--- src/hdl/pwsc_pkg.sv ---
package pwsc_pkg;

	localparam int SLOTS_DEF = 8;
	localparam int IDX_W     = 32;
	localparam int PAGE_W    = 32;
	localparam int OFF_W     = 31;
	localparam int SLOT_W    = 3;
	localparam int LOG_W     = 5;
	localparam int BYTE_W    = 64;

	localparam logic [LOG_W-1:0] ITEM_SIZE_RST = 5'd0;
	localparam logic [LOG_W-1:0] PAGE_SIZE_RST = 5'd12;

	localparam logic REG_ITEM_SIZE = 1'b0;
	localparam logic REG_PAGE_SIZE = 1'b1;

	typedef enum logic [1:0] {
		ST_IDLE,
		ST_XLATE,
		ST_SEARCH,
		ST_FINISH
	} state_t;

	typedef struct packed {
		logic              act;
		logic              found;
		logic [PAGE_W-1:0] page;
	} srch_t;

endpackage

--- src/hdl/paged_window_slot_cache.sv ---
// Translates an element index into a page number and in-page offset and looks the page up in a
// fully associative set of SLOTS slots with round-robin replacement. One word is processed at a
// time: the index is scaled into a registered byte offset, the lookup walks the row of slot
// cells, and a missed page is installed as the result register is loaded. A new word is accepted
// in the cycle after the previous one has loaded the result register, even while that result
// still waits on the output, so a word is never taken before the previous one is through. The
// slots come out of reset empty, with no clearing pass. The user must write configuration through
// cfg_we, cfg_index and cfg_data only while idle; the block itself does not enforce this.
module paged_window_slot_cache
	import pwsc_pkg::*;
#(
	parameter int SLOTS = SLOTS_DEF
) (
	input  logic              clk,
	input  logic              arst_n,
	input  logic              cfg_we,
	input  logic              cfg_index,
	input  logic [LOG_W-1:0]  cfg_data,
	input  logic              in_valid,
	output logic              in_ready,
	input  logic [IDX_W-1:0]  element_index,
	output logic              out_valid,
	input  logic              out_ready,
	output logic              hit,
	output logic [SLOT_W-1:0] slot_index,
	output logic [PAGE_W-1:0] page_number,
	output logic [OFF_W-1:0]  page_offset,
	output logic              evicted,
	output logic [PAGE_W-1:0] evicted_page
);

	localparam int SW = $clog2(SLOTS);

	logic [LOG_W-1:0]  item_log_q;
	logic [LOG_W-1:0]  page_log_q;
	state_t            state_q;
	state_t            state_d;
	logic [BYTE_W-1:0] byte_off_s1;
	logic [OFF_W-1:0]  offset_q;
	logic [BYTE_W-1:0] page_shift;
	logic [BYTE_W-1:0] off_mask;
	logic [PAGE_W-1:0] page_c;
	logic [SW-1:0]     victim_q;
	logic              fin_found_q;
	logic [SW-1:0]     fin_slot_q;
	logic [PAGE_W-1:0] fin_page_q;
	logic              out_valid_q;
	logic              hit_q;
	logic [SLOT_W-1:0] slot_q;
	logic [PAGE_W-1:0] page_q;
	logic [OFF_W-1:0]  off_out_q;
	logic              evicted_q;
	logic [PAGE_W-1:0] ev_page_q;
	logic              accept;
	logic              inject;
	logic              finish;
	logic              install;
	logic              victim_valid;
	logic [PAGE_W-1:0] victim_page;

	srch_t             tok   [SLOTS+1];
	logic [SW-1:0]     tslot [SLOTS+1];
	logic [PAGE_W-1:0] cell_page  [SLOTS];
	logic              cell_valid [SLOTS];

	always_ff @(posedge clk or negedge arst_n) begin
		if (!arst_n) begin
			item_log_q <= ITEM_SIZE_RST;
			page_log_q <= PAGE_SIZE_RST;
		end else if (cfg_we) begin
			unique case (cfg_index)
				REG_ITEM_SIZE: item_log_q <= cfg_data;
				REG_PAGE_SIZE: page_log_q <= cfg_data;
				default: ;
			endcase
		end
	end

	always_comb begin
		state_d = state_q;
		unique case (state_q)
			ST_IDLE:   if (in_valid) state_d = ST_XLATE;
			ST_XLATE:  state_d = ST_SEARCH;
			ST_SEARCH: if (tok[SLOTS].act) state_d = ST_FINISH;
			ST_FINISH: if (!out_valid_q || out_ready) state_d = ST_IDLE;
			default:   state_d = ST_IDLE;
		endcase
	end

	always_comb begin
		in_ready = 1'b0;
		inject   = 1'b0;
		finish   = 1'b0;
		unique case (state_q)
			ST_IDLE:   in_ready = 1'b1;
			ST_XLATE:  inject = 1'b1;
			ST_SEARCH: ;
			ST_FINISH: finish = !out_valid_q || out_ready;
			default:   ;
		endcase
	end

	assign accept  = in_valid && in_ready;
	assign install = finish && !fin_found_q;

	always_ff @(posedge clk or negedge arst_n) begin
		if (!arst_n) begin
			state_q <= ST_IDLE;
		end else begin
			state_q <= state_d;
		end
	end

	always_ff @(posedge clk) begin
		if (accept) begin
			byte_off_s1 <= BYTE_W'(element_index) << item_log_q;
		end
	end

	assign page_shift = byte_off_s1 >> page_log_q;
	assign page_c     = page_shift[PAGE_W-1:0];
	assign off_mask   = (BYTE_W'(1) << page_log_q) - BYTE_W'(1);

	always_ff @(posedge clk) begin
		if (inject) begin
			offset_q <= byte_off_s1[OFF_W-1:0] & off_mask[OFF_W-1:0];
		end
	end

	assign tok[0]   = '{act: inject, found: 1'b0, page: page_c};
	assign tslot[0] = '0;

	for (genvar i = 0; i < SLOTS; i++) begin : g_cell
		pwsc_cell #(
			.SW  (SW),
			.IDX (i)
		) u_cell (
			.clk       (clk),
			.arst_n    (arst_n),
			.up        (tok[i]),
			.up_slot   (tslot[i]),
			.down      (tok[i+1]),
			.down_slot (tslot[i+1]),
			.wr_en     (install && (victim_q == SW'(i))),
			.wr_page   (fin_page_q),
			.page      (cell_page[i]),
			.valid     (cell_valid[i])
		);
	end

	assign victim_valid = cell_valid[victim_q];
	assign victim_page  = cell_page[victim_q];

	always_ff @(posedge clk) begin
		if (state_q == ST_SEARCH && tok[SLOTS].act) begin
			fin_found_q <= tok[SLOTS].found;
			fin_slot_q  <= tslot[SLOTS];
			fin_page_q  <= tok[SLOTS].page;
		end
	end

	always_ff @(posedge clk or negedge arst_n) begin
		if (!arst_n) begin
			victim_q    <= '0;
			out_valid_q <= 1'b0;
		end else begin
			if (install) begin
				if (victim_q == SW'(SLOTS - 1)) begin
					victim_q <= '0;
				end else begin
					victim_q <= victim_q + SW'(1);
				end
			end
			if (finish) begin
				out_valid_q <= 1'b1;
			end else if (out_ready) begin
				out_valid_q <= 1'b0;
			end
		end
	end

	always_ff @(posedge clk) begin
		if (finish) begin
			hit_q     <= fin_found_q;
			slot_q    <= fin_found_q ? SLOT_W'(fin_slot_q) : SLOT_W'(victim_q);
			page_q    <= fin_page_q;
			off_out_q <= offset_q;
			evicted_q <= !fin_found_q && victim_valid;
			ev_page_q <= (!fin_found_q && victim_valid) ? victim_page : '0;
		end
	end

	assign out_valid    = out_valid_q;
	assign hit          = hit_q;
	assign slot_index   = slot_q;
	assign page_number  = page_q;
	assign page_offset  = off_out_q;
	assign evicted      = evicted_q;
	assign evicted_page = ev_page_q;

endmodule

--- src/hdl/pwsc_cell.sv ---
module pwsc_cell
	import pwsc_pkg::*;
#(
	parameter int SW  = 3,
	parameter int IDX = 0
) (
	input  logic              clk,
	input  logic              arst_n,
	input  srch_t             up,
	input  logic [SW-1:0]     up_slot,
	output srch_t             down,
	output logic [SW-1:0]     down_slot,
	input  logic              wr_en,
	input  logic [PAGE_W-1:0] wr_page,
	output logic [PAGE_W-1:0] page,
	output logic              valid
);

	logic [PAGE_W-1:0] page_q;
	logic              valid_q;
	srch_t             down_q;
	logic [SW-1:0]     down_slot_q;
	logic              match;

	assign match = up.act && !up.found && valid_q && (page_q == up.page);

	always_ff @(posedge clk or negedge arst_n) begin
		if (!arst_n) begin
			down_q      <= '0;
			down_slot_q <= '0;
			valid_q     <= 1'b0;
		end else begin
			down_q.act  <= up.act;
			down_q.page <= up.page;
			if (match) begin
				down_q.found <= 1'b1;
				down_slot_q  <= SW'(IDX);
			end else begin
				down_q.found <= up.found;
				down_slot_q  <= up_slot;
			end
			if (wr_en) begin
				valid_q <= 1'b1;
			end
		end
	end

	always_ff @(posedge clk) begin
		if (wr_en) begin
			page_q <= wr_page;
		end
	end

	assign down      = down_q;
	assign down_slot = down_slot_q;
	assign page      = page_q;
	assign valid     = valid_q;

endmodule

--- config.mk ---
export PLATFORM = sky130hd
export DESIGN_NAME = paged_window_slot_cache
export DESIGN_NICKNAME = d
export VERILOG_FILES = /design/src/hdl/pwsc_pkg.sv /design/src/hdl/paged_window_slot_cache.sv /design/src/hdl/pwsc_cell.sv
export SDC_FILE = /design/constraint.sdc
export NUM_CORES = 1
export LEC_CHECK = 0
export BUFFER_PORTS_ARGS = -buffer_cell sky130_fd_sc_hd__buf_4
export CELL_PAD_IN_SITES_DETAIL_PLACEMENT = 0
export CELL_PAD_IN_SITES_GLOBAL_PLACEMENT = 1
export CORE_MARGIN = 10
export CORE_UTILIZATION = 32
export CTS_CLUSTER_SIZE = 12
export DETAILED_ROUTE_END_ITERATION = 8
export GPL_TIMING_DRIVEN = 0
export PLACE_DENSITY = 0.58
export SYNTH_ARGS = -nofsm -noshare
export SYNTH_HDL_FRONTEND = slang
export SYNTH_SLANG_ARGS = --single-unit
--- constraint.sdc ---
create_clock -name clk -period 4.1 [get_ports clk]
set_input_delay 0.615 -clock clk [delete_from_list [all_inputs] [get_ports clk]]
set_output_delay 0.615 -clock clk [all_outputs]
set_load 0.005 [all_outputs]
==> results of run 1 <==
metrics by stage:
step	power [mW]	hold slack, ns
after floorplan	16.7	0.319
after global placement	20.6	0.357
after detailed placement	20.7	0.363
after CTS	28.5	0.161
after global routing	29.3	0.194
final	28.1	0.198
critical path, stage by stage, from the launching register on:
cell	delay [ns]
dfrtp_1	0.45
buf_2	0.29
buf_2	0.36
buf_2	0.38
mux4_2	0.42
mux4_2	0.51
mux2i_1	0.36
xor2_1	0.32
nand4_1	0.14
or3_1	0.42
nor4_2	0.23
Yosys cell counts, types with 22 or more instances:
cell type  number
nand4_1        37
xnor2_1       148
o21ai_0        34
mux2_2         31
and2_1         22
mux2i_1       103
nor4_1         33
buf_1          33
or2_2          26
dfrtp_1       311
nor2_1         73
nand2_1       129
edfxtp_1      486
inv_1          35
xor2_1        106
a21oi_1        53
o22ai_1        24
clkbuf_1       48
mux4_2        157
state kept, by name (all words and copies together), names as in the netlist, 2 cells and up:
signal                   cells
offset_q                    31
g_cell.u_cell.down_slot     17
page_number                 32
g_cell.u_cell.valid          8
byte_off_s1                 63
item_log_q                   5
fin_page_q                  32
g_cell.u_cell.page         256
fin_slot_q                   3
state_q                      2
slot_index                   3
victim_q                     3
page_log_q                   5
g_cell.u_cell.down         272
evicted_page                32
page_offset                 31
final timing paths:
check,start,to
max,page_log_q[1],g_cell[0].u_cell.down[32]
min reg2reg,g_cell[0].u_cell.down[33],g_cell[1].u_cell.down[33]
min,cfg_data[2],item_log_q[2]
max reg2reg,page_log_q[1],g_cell[0].u_cell.down[32]
min in group asynchronous,arst_n,g_cell[7].u_cell.down[0]
max in group asynchronous,arst_n,g_cell[7].u_cell.down[19]
area by class of cell:
cell class	instances	area, µm²
Buffer	94	420
Tap cell	1380	1730
Inverter	37	141
Multi-Input combinational cell	1129	10600
Antenna cell	3	7.51
Clock inverter	34	344
Fill cell	9705	64200
Clock buffer	129	2520
Sequential cell	799	22400
Timing Repair Buffer	158	1380
layer usage:
layer  up-vias  wire length [µm]
met5         -                 0
met3       173              4540
met2       621             55600
li1       8299                 -
met1     10100             42400
met4         0              3910
placed cells by master (no fill, tap or decap), types with 18 or more instances in the layout:
cell type    n
mux2_2      31
mux2i_1    101
o22ai_1     24
and2_1      18
clkbuf_16   89
xnor2_1    148
buf_1       26
inv_1       34
nor2_1      73
edfxtp_1   486
clkbuf_1    69
nand2_1    129
xor2_1     106
or2_2       26
dfrtp_1    311
buf_4      144
o21ai_0     34
mux4_2     157
nor4_1      33
a21oi_1     53
nand4_1     37
cells by family after synthesis:
kind of cell / synth area share
and+or+nand+nor: 0.0582
DFF: 0.669
buffers and inverters: 0.0160
muxes: 0.155
adders and majority gates: 0.00410
AOI/OAI and AO/OA: 0.0310
xor gates and xnor gates: 0.0663
what timing repair did:
item	4_1_cts	5_1_grt
endpoints found under the hold margin	21	0
resized for setup	9	8
hold buffers	1	0
setup buffers	0	0
endpoints found under the setup margin	34	7
report_power, final:
group	leakage [nW]	internal, mW	switching [mW]
Sequential	8.19	11.1	1.61
Clock	1.38	4.37	3.35
Combinational	4.99	3.10	4.60
==> implementation parameters, run 1 <==
Parameter                              Value

Status
  Run status    finished clean

Routing
  DRC viols    0
  Total vias in the final route    19200
  Routed Antenna Nets    0
  DRT Wirelength    106000 µm
  Drt initial violations    around 1800
  Routed wire length per instance    about 28 µm
  Via-per-instance ratio    5.11
  First-pass iteration count of the detailed router    7

Yosys
  Synthesis warning total    0
  Synth Area per Inst    around 16 µm²
  Synthesized area    between 30000 and 40000 µm²
  Proportion of netlist area held by the largest area contributor    0.435
  Top cells by area in the synthesized netlist    edfxtp_1, dfrtp_1, mux4_2, xnor2_1, mux2i_1
  Post-synthesis net count    roughly 2100
  Count of different cell masters after synthesis    62
  Number of standard cells after synthesis    2059
  Main flop type after synthesis    edfxtp_1
  Count of flip-flops with a built-in enable after synthesis    486
  Biggest area consumer among synthesized cells    edfxtp_1
  Post-synthesis register bit count    between 700 and 800
  Sequential area share after synthesis    0.669
  Share of synthesized flip-flops with an asynchronous set or reset    0.392

Finish
  Utilization after layout    0.381
  Final std cell area, no fill    39600 µm²
  Area growth from synthesis to layout    18.0%
  Total number of nets in the final design    about 2400
  Final Instance Count excl. Fillers    3763
  Fraction of layout cells with a size suffix above 1    0.229

Placement
  Detailed-placement wirelength estimate    a little over 80000 µm
  Cells after DPL    3596
  Final weighted congestion in routability-driven placement    between 0.8 and 0.9
  Placed Instance Area    approximately 37000 µm²
  Number of buffers added on ports    about 140
  Worst slack, placed    -0.767 ns

Critical path
  Critical path fanouts, max    10
  Arrival time at the worst endpoint    4.53 ns
  Number of cells traversed by the worst register-to-register path    10
  Kind of capture point of the worst setup path    flop
  Data required time at the worst endpoint    4.66 ns
  Critical path type    reg -> reg
  Startpoint type of the worst setup path    flop
  Worst reg2reg setup slack    around 0.14 ns

STA
  Part of the cycle the worst path needs    0.966
  Max-slew headroom    0.121
  Worst clock skew    0.0400 ns
  Fin. Hold Viols    0
  Fin worst setup slack    between 0.1 and 0.15 ns
  Number of pins exceeding their max-slew limit in the final report    0
  RSZ-0062 raised after global routing    false
  Final setup violation count    0
  Clock period minus worst slack    3.96 ns
  Sum Neg Setup Slack    0 ns
  Slew at the pin with the worst max-slew slack    approximately 1.3 ns
  Fmax    around 250 MHz

GRT
  Via count of the first global-routing pass    20300
  Maximum number of pins on one net before global-route repair    114
  Most congested layer reported by global routing    met2
  Grt ovf    0
  Global-route met1 utilization    0.216
  Wire length of the first global-routing pass    151000 µm
  Aggregate global-route resource usage    0.178
  Met3 demand-to-capacity share in global routing    0.0254
  Initial antenna violation count    0
  Global-route track usage on met2    0.318

Floorplan
  X dimension of the die    roughly 340 µm
  Core box area    a little over 100000 µm²
  Number of cell rows    between 100 and 150
  Boundary pin count    145
  Initial Utilization    0.323
  Vertical extent of the die    between 300 and 400 µm
  Full die area    ~120000 µm²

Clock network
  CTS Root Cell    clkbuf_16
  Total clock buffers created by CTS    around 90
  H-Tree Level Count    3
  Clk pin slew, worst setup/hold paths    0.06 ns
  TritonCTS clock tree    built
  Maximum root-to-sink buffer count    3
  TritonCTS Sinks    around 800
  Worst-skew pair later-pin latency    slightly below 0.7 ns

Worst hold path
  Count of cells along the worst hold path    3
  Type of the worst min-delay path    in -> reg

Flow run
  Max capacitance violation total    0

Pwr
  Pwr Density    between 700 and 800 nW/µm²
  Leakage power    ~15 nW
  Worst-case vdd ir drop    0.000366 V
Power figures use the tool's default switching activity.
==> run 2, diff against run 1 <==
--- a/config.mk
+++ b/config.mk
@@ -5,6 +5,7 @@
 export SDC_FILE = /design/constraint.sdc
 export NUM_CORES = 1
 export LEC_CHECK = 0
+export ABC_AREA = 1
 export BUFFER_PORTS_ARGS = -buffer_cell sky130_fd_sc_hd__buf_4
 export CELL_PAD_IN_SITES_DETAIL_PLACEMENT = 0
 export CELL_PAD_IN_SITES_GLOBAL_PLACEMENT = 1
@@ -13,7 +14,8 @@
 export CTS_CLUSTER_SIZE = 12
 export DETAILED_ROUTE_END_ITERATION = 8
 export GPL_TIMING_DRIVEN = 0
-export PLACE_DENSITY = 0.58
+export PLACE_DENSITY = 0.61
+export SETUP_SLACK_MARGIN = 0.02
 export SYNTH_ARGS = -nofsm -noshare
 export SYNTH_HDL_FRONTEND = slang
 export SYNTH_SLANG_ARGS = --single-unit
==> run 2 against run 1 <==
Against the previous run: sequential cell count stayed put; combinational power is 60% lower; utilization is 0.30 points higher; first-iteration DRC count is 32% higher; count of clock-buffer cells in the layout is 5 higher; synthesized cell count is 63% higher; cell area is 4.2% higher; power is 24% lower; critical path depth stayed put; cell count is 36% higher.
==> implementation parameters, run 2 <==
Parameter                              Value

Status
  Run status    finished clean

Yosys
  Synthesized area    34700 µm² (+3.4%)
  Synth Area per Inst    10.3 µm² (-37%)
  Synthesis warning total    0 (unchanged)
  Main flop type after synthesis    edfxtp_1
  Post-synthesis net count    3408 (+61%)
  Count of different cell masters after synthesis    50 (-19%)
  Count of flip-flops with a built-in enable after synthesis    486 (unchanged)
  Post-synthesis register bit count    799 (unchanged)
  Proportion of netlist area held by the largest area contributor    0.421 (-0.0142)
  Leading cell type by number of instances after synthesis    nand2_1
  Number of standard cells after synthesis    3354 (+63%)
  Top cells by count, synth    nand2_1, edfxtp_1, nand3_1, o21ai_0, dfrtp_1
  Top cells by area in the synthesized netlist    edfxtp_1, dfrtp_1, nand2_1, nand3_1, o21ai_0
  Sequential area share after synthesis    0.647 (-0.0218)
  Share of synthesized flip-flops with an asynchronous set or reset    0.392 (unchanged)
  Biggest area consumer among synthesized cells    edfxtp_1

Routing
  Drt initial violations    2310 (+32%)
  DRT Wirelength    130000 µm (+22%)
  Routed wire length per instance    25.4 µm (-10%)
  DRC viols    0 (unchanged)
  Via-per-instance ratio    5.00 (-2.2%)
  Total vias in the final route    25500 (+33%)
  First-pass iteration count of the detailed router    7 (unchanged)
  Routed Antenna Nets    0 (unchanged)

Finish
  Max reg flops    272 (unchanged)
  Area growth from synthesis to layout    18.9%
  Commonest cells after routing, fill and taps aside    nand2_1, edfxtp_1, nand3_1
  Utilization after layout    0.384 (+0.00299)
  Fill cell count    10600 (+8.9%)
  Total number of nets in the final design    3677 (+56%)
  Leading cell type in the layout, fill and taps excluded    nand2_1
  FF/Latch Area    22400 µm² (unchanged)
  Fraction of layout cells with a size suffix above 1    0.118 (-0.112)
  Final Instance Count excl. Fillers    5106 (+36%)
  Multi-input logic area    10600 µm² (-0.22%)

Clock network
  Worst-skew pair later-pin latency    0.70 ns (+0.02 ns)
  Maximum root-to-sink buffer count    3 (unchanged)
  H-Tree Level Count    3 (unchanged)
  Clk pin slew, worst setup/hold paths    0.07 ns (about the same)
  Post_cts resized    0 (-9)
  TritonCTS Sinks    799 (unchanged)
  TritonCTS clock tree    built
  CTS Root Cell    clkbuf_16
  Total clock buffers created by CTS    91 (+3.4%)

GRT
  Wire length of the first global-routing pass    184000 µm (+22%)
  Grt ovf    0 (unchanged)
  Initial antenna violation count    2 (+2)
  Aggregate global-route resource usage    0.209 (+0.0317)
  Via count of the first global-routing pass    25500 (+26%)
  Maximum number of pins on one net before global-route repair    107 (-6.1%)

Critical path
  Number of logic stages on the critical path including buffering    10 (unchanged)
  Number of cells traversed by the worst register-to-register path    10 (unchanged)
  Delay of the slowest critical-path stage    0.82 ns (+0.31 ns)
  Number of buffer and inverter instances along the worst setup path    8 (+5)
  Arrival time at the worst endpoint    4.29 ns (-0.24 ns)
  Kind of capture point of the worst setup path    flop
  Crit-path slowest cell    clkbuf_1
  Data required time at the worst endpoint    4.48 ns (-0.18 ns)
  Kind of cell with the highest combined delay on the critical path    buffers and inverters
  Startpoint type of the worst setup path    flop
  Critical path fanouts, max    11 (+1)
  Critical Path, Cell by Cell    clkbuf_1 > inv_1 > buf_2 > clkbuf_1 > ha_1 > inv_1 > nor3_2 > buf_8 > buf_6 > buf_6
  Critical path type    reg -> reg

STA
  Worst clock skew    0.0457 ns (+0.00567 ns)
  RSZ-0062 raised after global routing    false
  Final setup violation count    0 (unchanged)
  Fin worst setup slack    0.193 ns (+0.0557 ns)
  Slew at the pin with the worst max-slew slack    1.05 ns (-0.266 ns)
  Fmax    256 MHz (+1.4%)
  Part of the cycle the worst path needs    0.953 (-0.0136)
  Sum Neg Setup Slack    0 ns (unchanged)
  Fin. Hold Viols    0 (unchanged)
  Clock period minus worst slack    3.91 ns (-0.0557 ns)
  Number of pins exceeding their max-slew limit in the final report    0 (unchanged)
  Max-slew headroom    0.299 (+0.178)

Floorplan
  Full die area    122000 µm² (+3.2%)
  Number of cell rows    120 (+1.7%)
  Initial Utilization    0.323 (about the same)
  Boundary pin count    145 (unchanged)
  Vertical extent of the die    349 µm (+1.6%)
  Core box area    107000 µm² (+3.4%)
  X dimension of the die    349 µm (+1.6%)

Worst hold path
  Type of the worst min-delay path    in -> reg
  Count of cells along the worst hold path    3 (unchanged)

Pwr
  Total chip power    21.4 mW (-24%)
  Leakage power    17.3 nW (+19%)
  Pwr Density    518 nW/µm² (-27%)
  Worst-case vdd ir drop    0.000330 V (-9.9%)

Placement
  Number of buffers added on ports    144 (unchanged)
  Detailed-placement wirelength estimate    101000 µm (+24%)
  Worst slack, placed    0.0653 ns (+0.832 ns)
  Final weighted congestion in routability-driven placement    0.962 (+8.6%)
  Cells after DPL    4922 (+37%)

Flow run
  Max capacitance violation total    0 (unchanged)
run 2: through the flow:
step / hold slack [ns] / instance area [µm²]
CTS: 0.207 / 41100
finish: 0.244 / 41200
global placement: 0.359 / 37500
global route: 0.263 / 41200
floorplan: 0.319 / 34700
detailed placement: 0.363 / 38000
run 2: layer usage:
layer,vias up,share of wire,wire [µm],track usage
met3,228,0.047,6090,0.0273
met4,0,0.048,6170,0.0958
met2,836,0.50,65100,0.368
li1,12000,-,-,-
met5,-,0,0,0
met1,12500,0.40,52200,0.253
run 2: final timing paths:
kind | startpoint | endpoint | slack [ns]
setup / recovery | victim_q[1] | g_cell[1].u_cell.page[9] | 0.19
max in group asynchronous | arst_n | g_cell[0].u_cell.down[16] | 2.35
setup reg to reg | victim_q[1] | g_cell[1].u_cell.page[9] | 0.19
hold / removal | cfg_data[3] | item_log_q[3] | 0.24
min in group asynchronous | arst_n | g_cell[0].u_cell.down[5] | 0.40
hold reg to reg | g_cell[5].u_cell.down[10] | g_cell[6].u_cell.down[10] | 0.37
run 2: cells by family (layout without fill, tap and decap cells):
group	count (synthesis)	count (layout)	share of synthesized area
simple gates	1428	1428	0.178
flops	799	799	0.647
compound gates	518	518	0.0802
buf+inv	441	789	0.0503
xor+xnor	126	126	0.0318
mux	31	31	0.00895
fa+ha+maj	11	11	0.00397
other cells	0	1	0
run 2: cell type report:
class                      instances  share of cell area
antenna                            1           0.0000607
buffer                           140              0.0149
clock buffer                     134              0.0648
clock inverter                    38              0.0104
inverter                         300              0.0274
multi-input combinational       2114               0.256
sequential                       799               0.544
tap                             1403              0.0426
timing repair buffer             177              0.0397
run 2: where the power goes:
| part | internal, mW | switching [mW] | leakage [nW] |
|---|---|---|---|
| Combinational | 0.922 | 2.14 | 7.52 |
| Clock | 4.82 | 3.50 | 1.51 |
| Sequential | 9.35 | 0.620 | 8.29 |
| Total | 15.1 | 6.26 | 17.3 |
run 2: worst register-to-register path: stages, from the launching register on:
cell	delay, ns
dfrtp_1	0.39
clkbuf_1	0.26
inv_1	0.13
buf_2	0.35
clkbuf_1	0.82
ha_1	0.29
inv_1	0.07
nor3_2	0.70
buf_8	0.24
buf_6	0.19
buf_6	0.19
run 2: what timing repair did:
item	CTS	global route
endpoints found under the hold margin	19	0
setup buffers	0	11
hold buffers	1	0
endpoints found under the setup margin	0	31
